==> src/design/tcw_pkg.sv <==
// ----------------------------------------------------------------------------
// Text console writer package
// Shared constants, action codes, payload structs and the command and status
// groups that join the controller and the datapath.
// ----------------------------------------------------------------------------
`default_nettype none

package tcw_pkg;

  localparam int unsigned COLUMNS_DEFAULT = 80;
  localparam int unsigned ROWS_DEFAULT    = 25;

  localparam logic [7:0] BLANK_ATTR_RESET = 8'h0F;
  localparam logic [7:0] SPACE_CODE       = 8'h20;
  localparam logic [7:0] NEWLINE_CODE     = 8'h0A;

  localparam logic [1:0] ACT_PUT   = 2'd0;
  localparam logic [1:0] ACT_CLEAR = 2'd1;
  localparam logic [1:0] ACT_READ  = 2'd2;

  // Configuration port: register index sits above the byte offset.
  localparam int unsigned PADDR_W        = 3;
  localparam logic        REG_BLANK_ATTR = 1'b0;

  typedef struct packed {
    logic [1:0] action;
    logic [7:0] character;
    logic [7:0] color;
    logic [4:0] read_row;
    logic [6:0] read_col;
  } item_t;

  typedef struct packed {
    logic [4:0] cursor_row;
    logic [6:0] cursor_col;
    logic [7:0] read_char;
    logic [7:0] read_color;
    logic       scrolled;
  } result_t;

  typedef struct packed {
    logic load;       // capture the input beat
    logic ptr_clr;    // restart the sweep pointer
    logic ptr_inc;    // advance the sweep pointer
    logic copy;       // move one cell up by a row
    logic fill;       // write a blank cell at the pointer
    logic fill_init;  // blank with the reset attribute
    logic scroll_set; // cursor to start of last row, mark scroll
    logic home;       // cursor to the first cell
    logic put;        // write the character or take the newline
    logic finish;     // capture the result
  } cmd_t;

  typedef struct packed {
    logic op_put;
    logic op_clear;
    logic op_read;
    logic at_end;
    logic ptr_copy_end;
    logic ptr_last;
  } sts_t;

endpackage

`default_nettype wire

==> src/design/tcw_ctrl.sv <==
// ----------------------------------------------------------------------------
// Text console controller
// Sequences the reset sweep, scroll, clear, put and read operations.
// ----------------------------------------------------------------------------
`default_nettype none

module tcw_ctrl (
  input  wire logic          clk,
  input  wire logic          rst,
  input  wire logic          start,
  output logic               busy,
  output logic               done,
  input  wire tcw_pkg::sts_t sts,
  output tcw_pkg::cmd_t      cmd
);

  localparam logic [3:0] S_INIT        = 4'd0;
  localparam logic [3:0] S_IDLE        = 4'd1;
  localparam logic [3:0] S_DECODE      = 4'd2;
  localparam logic [3:0] S_SCROLL_COPY = 4'd3;
  localparam logic [3:0] S_SCROLL_FILL = 4'd4;
  localparam logic [3:0] S_PUT         = 4'd5;
  localparam logic [3:0] S_CLEAR       = 4'd6;
  localparam logic [3:0] S_READ        = 4'd7;
  localparam logic [3:0] S_DONE        = 4'd8;

  logic [3:0] state;
  logic [3:0] state_next;

  always_ff @(posedge clk) begin
    if (rst) begin
      state <= S_INIT;
      done  <= 1'b0;
    end else begin
      state <= state_next;
      done  <= (state == S_DONE);
    end
  end

  assign busy = (state != S_IDLE);

  always_comb begin
    state_next = state;
    cmd        = '0;
    case (state)
      S_INIT: begin
        cmd.fill      = 1'b1;
        cmd.fill_init = 1'b1;
        cmd.ptr_inc   = 1'b1;
        if (sts.ptr_last) begin
          state_next = S_IDLE;
        end
      end
      S_IDLE: begin
        if (start) begin
          cmd.load   = 1'b1;
          state_next = S_DECODE;
        end
      end
      S_DECODE: begin
        if (sts.op_put) begin
          if (sts.at_end) begin
            cmd.scroll_set = 1'b1;
            cmd.ptr_clr    = 1'b1;
            state_next     = S_SCROLL_COPY;
          end else begin
            state_next = S_PUT;
          end
        end else if (sts.op_clear) begin
          cmd.home    = 1'b1;
          cmd.ptr_clr = 1'b1;
          state_next  = S_CLEAR;
        end else if (sts.op_read) begin
          state_next = S_READ;
        end else begin
          state_next = S_DONE;
        end
      end
      S_SCROLL_COPY: begin
        cmd.copy = 1'b1;
        if (sts.ptr_copy_end) begin
          state_next = S_SCROLL_FILL;
        end else begin
          cmd.ptr_inc = 1'b1;
        end
      end
      S_SCROLL_FILL: begin
        cmd.fill    = 1'b1;
        cmd.ptr_inc = 1'b1;
        if (sts.ptr_last) begin
          state_next = S_PUT;
        end
      end
      S_PUT: begin
        cmd.put    = 1'b1;
        state_next = S_DONE;
      end
      S_CLEAR: begin
        cmd.fill    = 1'b1;
        cmd.ptr_inc = 1'b1;
        if (sts.ptr_last) begin
          state_next = S_DONE;
        end
      end
      S_READ: begin
        state_next = S_DONE;
      end
      S_DONE: begin
        cmd.finish = 1'b1;
        state_next = S_IDLE;
      end
      default: begin
        state_next = S_IDLE;
      end
    endcase
  end

  a_done_after_finish: assert property (@(posedge clk) disable iff (rst)
    done |-> $past(state) == S_DONE)
    else $error("result strobe without a finishing step");

  a_accept_decodes: assert property (@(posedge clk) disable iff (rst)
    (start && !busy) |=> state == S_DECODE)
    else $error("accepted beat was not decoded");

  a_single_strobe: assert property (@(posedge clk) disable iff (rst)
    done |=> !done)
    else $error("result strobe held for more than one cycle");

  // After a scroll the cursor must sit on the last row before the write.
  a_put_inside_screen: assert property (@(posedge clk) disable iff (rst)
    (state == S_PUT) |-> !sts.at_end)
    else $error("character write with the cursor past the screen");

endmodule

`default_nettype wire

==> config.mk <==
export PLATFORM = sky130hd
export DESIGN_NAME = tcw_ctrl
export DESIGN_NICKNAME = d
export VERILOG_FILES = /design/src/design/tcw_pkg.sv /design/src/design/tcw_ctrl.sv
export SDC_FILE = /design/constraint.sdc
export NUM_CORES = 1
export LEC_CHECK = 0
export BUFFER_PORTS_ARGS = -buffer_cell sky130_fd_sc_hd__buf_4
export CORE_AREA = 2 2 39 41
export CTS_CLUSTER_DIAMETER = 40
export DETAILED_ROUTE_END_ITERATION = 8
export DIE_AREA = 0 0 41 43
export PLACE_DENSITY = 0.63
export SYNTH_ARGS = -nofsm -noshare
export SYNTH_HDL_FRONTEND = slang
export SYNTH_SLANG_ARGS = --single-unit
==> constraint.sdc <==
create_clock -name clk -period 1.8 [get_ports clk]
set_clock_uncertainty 0.2 [all_clocks]
set_input_delay 0.18 -clock clk [delete_from_list [all_inputs] [get_ports clk]]
set_output_delay 0.18 -clock clk [all_outputs]
set_load 0.01 [all_outputs]
Yosys cells after proc, flatten, opt, wreduce, memory -nomap -nowiden
Cells that the tools add are included.

Word-level logic and storage cells: 46. Input bits: 9. Memory bits (writable): 0. ROM bits: 0. Memories kept: 0. Flip-flop bits (word level): 5. Latch bits: 0.

Bitwise operators: 0. Reductions and logical operators: 4. Multiplexer cells: 26. $lt $le $gt $ge: 0. Shifts and indexed selects: 0. $add $sub $neg: 0. Multipliers: 0. Divide/modulo/power cells: 0. Equal/unequal tests: 14.

Operator list (number): $mux 4 (8); $pmux 4 s7 (1); $eq 4x3->1 const B (4); $mux 1 (14); $ne 2x2->1 const B (5); $eq 4x2->1 const B (2); $reduce_and 5->1 (1); $eq 4x1->1 const B (1); $eq 4x4->1 const B (1); $logic_not 4->1 (1); $ne 4x1->1 const B (1); $mux 3 (1); $reduce_or 3->1 (1); $mux 2 (1); $pmux 1 s2 (1); $reduce_or 2->1 (1).

Logic depth before layout (Yosys ltp)
Gate-level depths: netlist (run 1).

Depth after elaboration: 4. Gate-level depth with buffers: 5. Gate-level depth less buffers: 4.

Least setup slack after synthesis (run 1)
OpenSTA, ideal clock, no wires.

Path type: reg2out. From: register state[0]. To: output port cmd[7] (netlist bit). Data arrival time: 1.105 ns. Path slack: 0.315 ns. Data required time: 1.420 ns. Stages on the path, launching flop included: 4. Buffers on the path: 1. Cells stage by stage: dfxtp_1 buf_2 or3b_1 a21oi_1.

RTL lines: start: declaration (line tcw_ctrl.sv:27) `logic [3:0] state;`; start signal: assignment (line tcw_ctrl.sv:35) `state <= state_next;`; end: declaration (line tcw_ctrl.sv:14) `output tcw_pkg::cmd_t cmd`.

==> impl_metrics.toml, run 1 <==
[floorplanning]
boundaryPins = 21
rows = 14
core_area_um2 = 1380
start_util_pct = 30.7
dieHeight_um = 43
die-area_um2 = 1760
die_x_um = 41

[synthesis]
ys_warn_count = 0
synth_top_family_by_area = "simple AND/OR/NAND/NOR gates"
synth-compound-area-share_pct = 22.7
synth_fp_nets = 68
synth_mux_area_share_pct = 0
synth_top_area_share_pct = 23.6
ys_types = 29
yosys-top-cells-area = "dfxtp_1 (24%), nor2_1 (8.0%), nand2b_1 (7.4%)"
synth-simple-area-share_pct = 45.1
syn_inst = 59
ys_seq_area_share_pct = 23.6
avgSynthCellArea_um2 = 7.19
synth_top_area_cell = "dfxtp_1"
synth_fa_ha_area_share_pct = 0
synth_xor_area_share_pct = 0
netlist_area_um2 = 424
ys_ff_latch = 5

[detailed_routing]
drt-total-wl_um = 1090
via_count = 493
first_pass_iters = 4
viasPerCell = 4.93
drt_iter0_drc = 9
ant_nets = 0
drt-wirelength-per-cell_um = 10.9
route.detailed.drc = 0

[critical_path]
r2r-start = "state[0]$_SDFFE_PP0P_"
endpoint_kind = "primary output"
rr_worst_depth = 4
crit_required_ns = 1.42
cp.arrival_ns = 1.35
critPathMaxFanout = 8
reg2reg_slack_ns = 0.32
r2r_end = "state[2]$_SDFFE_PP0P_"
cp-start-kind = "register"
criticalPathCategory = "reg2out"

[timing]
maxSlewHeadroom_pct = 78.7
rsz0062_at_grt = "no"
setup_viol = 0
worstMarginPinSlew_ns = 0.317
period_share_pct = 96.0
tns_ns = 0
drv_slew = 0
clock.fmax_ghz = 0.578
hold_violations = 0
period_needed_ns = 1.73

[final_layout]
area_growth_pct = 51.9
post-route-util_pct = 46.6
final_common_cell = "buf_4"
mostFrequentLayoutCells = "buf_4 (22), nor2_1 (9), a21oi_1 (6), nand2b_1 (4), inv_1 (4)"
drive_above_1_share_pct = 41.7
fin_cells = 100
antennaDiodeCount = 0
nets = 94
final_area_um2 = 644

[worst_hold_path]
hold_class = "in2reg"
holdPathStages = 2
holdPathEnd = "state[0]$_SDFFE_PP0P_"
hold_start = "sts[0]"

[grt]
first_global_vias = 434
grt_usage_pct = 15.3
grt_pass1_wl_um = 1810
antenna_found_initial = 0
grt_overflow = 0
grt_max_degree = 15

[clock_network]
root_buffer = "clkbuf_4"
cts.sinks = 5
clock_path_buffers = 2
cts-buffers-inserted = 3
cts_tree = "yes"
clkLatencyLatePin_ns = 0.24
htreeDepth = 1
clk_pin_slew_ns = 0.04

[flow_run]
drv_cap = 0

[placement]
dp_hpwl_um = 815
place_congestion = 0.824
placement.cell_area_um2 = 581
numPortBuffers = 20
post-place-cells = 93

[pwr]
power_mw = 0.445
p_leak_nw = 0.296
power_density_nw_per_um2 = 690
peakVddDrop_mv = 0.438

[outcome]
status = "finished, final reports clean"
## how the worst max path moves through the flow
stage / from / end / slack, ns / cells after the start
4_1_cts: state[2]$_SDFFE_PP0P_ / cmd[7] / 0.01 / 4
2_1_floorplan: state[0]$_SDFFE_PP0P_ / cmd[7] / 0.31 / 3
3_3_place_gp: state[2]$_SDFFE_PP0P_ / cmd[7] / 0.17 / 4
5_1_grt: state[2]$_SDFFE_PP0P_ / cmd[7] / 0.02 / 4
3_5_place_dp: state[2]$_SDFFE_PP0P_ / cmd[7] / 0.16 / 4
6_report: state[2]$_SDFFE_PP0P_ / cmd[7] / 0.07 / 4
## layout make-up
cell class / instances / area (µm²)
clock buffer: 4 / 26.3
fill: 148 / 739
tap: 16 / 20.0
timing repair buffer: 24 / 180
multi-input combinational: 47 / 295
inverter: 4 / 15.0
sequential: 5 / 108
## synthesized netlist by cell type, drive strengths merged
cell	instances
nor2	9
a21oi	6
nand2b	6
dfxtp	5
inv	4
o21ai	4
buf	3
nand2	3
nor4	3
and2	2
a32oi	1
and2b	1
and3	1
and4bb	1
nand3	1
nor2b	1
nor3	1
nor3b	1
o2111ai	1
o211a	1
o311a	1
o32ai	1
or3	1
or3b	1
## critical path, stage by stage (launching register included)
cell and delay, ns:
dfxtp_4 0.36, nand2b_4 0.14, or3b_1 0.34, a21oi_1 0.13, buf_4 0.13
## where the power goes
group	internal [mW]	switching [mW]
Sequential	0.122	0.0199
Clock	0.0836	0.0428
Combinational	0.0952	0.0808
## repair_timing
action / in CTS / in global routing
pin swaps: 0 / 1
hold buffers: 1 / 0
setup buffers: 0 / 2
setup endpoints to repair: 2 / 4
hold endpoints to repair: 1 / 0
gates resized for setup: 4 / 2
## stage by stage
step | hold slack, ns | setup slack (ns)
final | 0.00684 | 0.0712
after global placement | 0.164 | 0.174
after global routing | 0.0308 | 0.0153
after detailed placement | 0.164 | 0.157
after CTS | 0.0000861 | 0.0120
after floorplan | 0.0491 | 0.315
## sequential cells by signal, summed over array words and instances, names as in the netlist
name and cells:
done 1, state 4
## cell families after synthesis
kind of cell / count (synthesis)
AO/OA/AOI/OAI: 15
buffers and inverters: 7
flip-flops: 5
AND/OR/NAND/NOR: 32
## layer usage
metal	vias to the layer above	wire length (µm)	track usage, %	share of wire [%]
met3	0	64	3.66	5.9
li1	264	-	-	-
met5	-	0	0	0
met1	218	495	19.5	45
met4	0	0	10.0	0
met2	11	530	21.9	49
(Power assumes the default switching activity.)
==> inputs of run 2 (changes only) <==
CTS_BUF_LIST = sky130_fd_sc_hd__clkbuf_8   (was unset)
==> impl_metrics.toml, run 2 (same netlist as run 1, synthesis figures left out) <==
[final_layout]
largest_register_ffs = 4
reg_top3 = "state x4, done x1"
mostFrequentLayoutCells = "buf_4 (21), nor2_1 (9), a21oi_1 (6), inv_1 (5), nand2b_1 (4)"
area_growth_pct = 53.4
drive_above_1_share_pct = 40.2
final_area_um2 = 651
final_common_cell = "buf_4"
antennaDiodeCount = 0
nets = 92
top_register = "state"

[critical_path]
crit_family = "simple AND/OR/NAND/NOR gates"
critPathMaxFanout = 14
cp_cell_sequence = "nand2b_4 > or3b_1 > a21oi_1 > buf_4"
crit_cells = 4
rr_worst_depth = 4
criticalPathCategory = "reg2out"
cp-startpoint = "state[2]$_SDFFE_PP0P_"
crit_required_ns = 1.42
cp-start-kind = "register"
cp_slowest_cell = "dfxtp_4"
crit_buf_inv = 1
critPathMaxStageDelay_ns = 0.37
r2r-start = "state[0]$_SDFFE_PP0P_"
cp.arrival_ns = 1.37
endpoint_kind = "primary output"

[floorplanning]
die-area_um2 = 1760
rows = 14
boundaryPins = 21
start_util_pct = 30.7
core_area_um2 = 1380
dieHeight_um = 43
die_x_um = 41

[grt]
grt_max_degree = 15
grt_overflow = 0
grt_usage_pct = 15.3
antenna_found_initial = 0
grt_pass1_wl_um = 1820
first_global_vias = 436

[timing]
hold_violations = 0
setup_viol = 0
period_needed_ns = 1.75
tns_ns = 0
drv_slew = 0
maxSlewHeadroom_pct = 78.5
clock.fmax_ghz = 0.572
worstMarginPinSlew_ns = 0.320
period_share_pct = 97.1

[detailed_routing]
route.detailed.drc = 0
drt-wirelength-per-cell_um = 11.1
ant_nets = 0
first_pass_iters = 4
via_count = 505
drt-total-wl_um = 1090
viasPerCell = 5.15
drt_iter0_drc = 7

[placement]
dp_hpwl_um = 815
place_congestion = 0.824
numPortBuffers = 20
placement.cell_area_um2 = 581

[clock_network]
cts.sinks = 5
cts_tree = "yes"
cts-buffers-inserted = 3
clk_pin_slew_ns = 0.03
clkLatencyLatePin_ns = 0.22
htreeDepth = 1
root_buffer = "clkbuf_8"
cts_setup_buffers = 0
clock_path_buffers = 2

[worst_hold_path]
hold_class = "in2reg"
hold_start = "sts[0]"
holdPathStages = 2

[pwr]
p_leak_nw = 0.298
power_density_nw_per_um2 = 783
peakVddDrop_mv = 0.502

[flow_run]
drv_cap = 0

[outcome]
status = "finished, final reports clean"
==> run 2: layout make-up <==
class	count	area, µm²
fillers	150	733
multi-input cells	47	295
well taps	16	20.0
inverters	4	15.0
clock buffers	3	41.3
repair buffers	22	168
flip-flops and latches	5	108
clock inverters	1	3.75
==> run 2: final timing paths <==
check	end	slack (ns)
worst min-delay path	state[0]$_SDFFE_PP0P_	0.03
worst max register to register	state[2]$_SDFFE_PP0P_	0.31
worst max-delay path	cmd[7]	0.05
worst min register to register	state[3]$_SDFFE_PP0P_	0.42
==> run 2: worst reg2reg max path, delay by kind of cell, from the launching register on <==
family                 cells  cell delay [ns]
AO/OA/AOI/OAI              2             0.34
AND/OR/NAND/NOR            1             0.31
flip-flops                 1             0.36
buffers and inverters      1             0.16
==> run 2: what timing repair did <==
item                                    4_1_cts  5_1_grt
cloned                                        0        0
hold buffers                                  1        0
endpoints found under the setup margin        1        4
gates resized for setup                       3        3
endpoints found under the hold margin         1        0
==> run 2: power by group <==
part	internal [mW]	switching (mW)
Clock	0.146	0.0515
Combinational	0.0896	0.0758
Sequential	0.123	0.0235
==> run 2: per-stage QoR <==
step | utilization, % | worst slack (ns) | instances | hold slack [ns] | power (mW)
floorplan | - | 0.315 | 59 | 0.0491 | 0.236
finish | 47.0 | 0.0529 | 98 | 0.0331 | 0.509
global placement | 42.0 | 0.174 | 93 | 0.164 | 0.304
CTS | 46.3 | 0.00196 | 98 | 0.0240 | 0.512
global route | 47.0 | -0.000827 | 98 | 0.0521 | 0.541
detailed placement | 42.0 | 0.157 | 93 | 0.164 | 0.305
==> run 2: per-layer routing <==
metal	vias to the layer above	share of wire [%]	GRT usage (%)
met1	224	44	19.5
met5	-	0	0
met2	18	48	21.9
li1	261	-	-
met4	0	1.2	8.00
met3	2	6.6	5.24
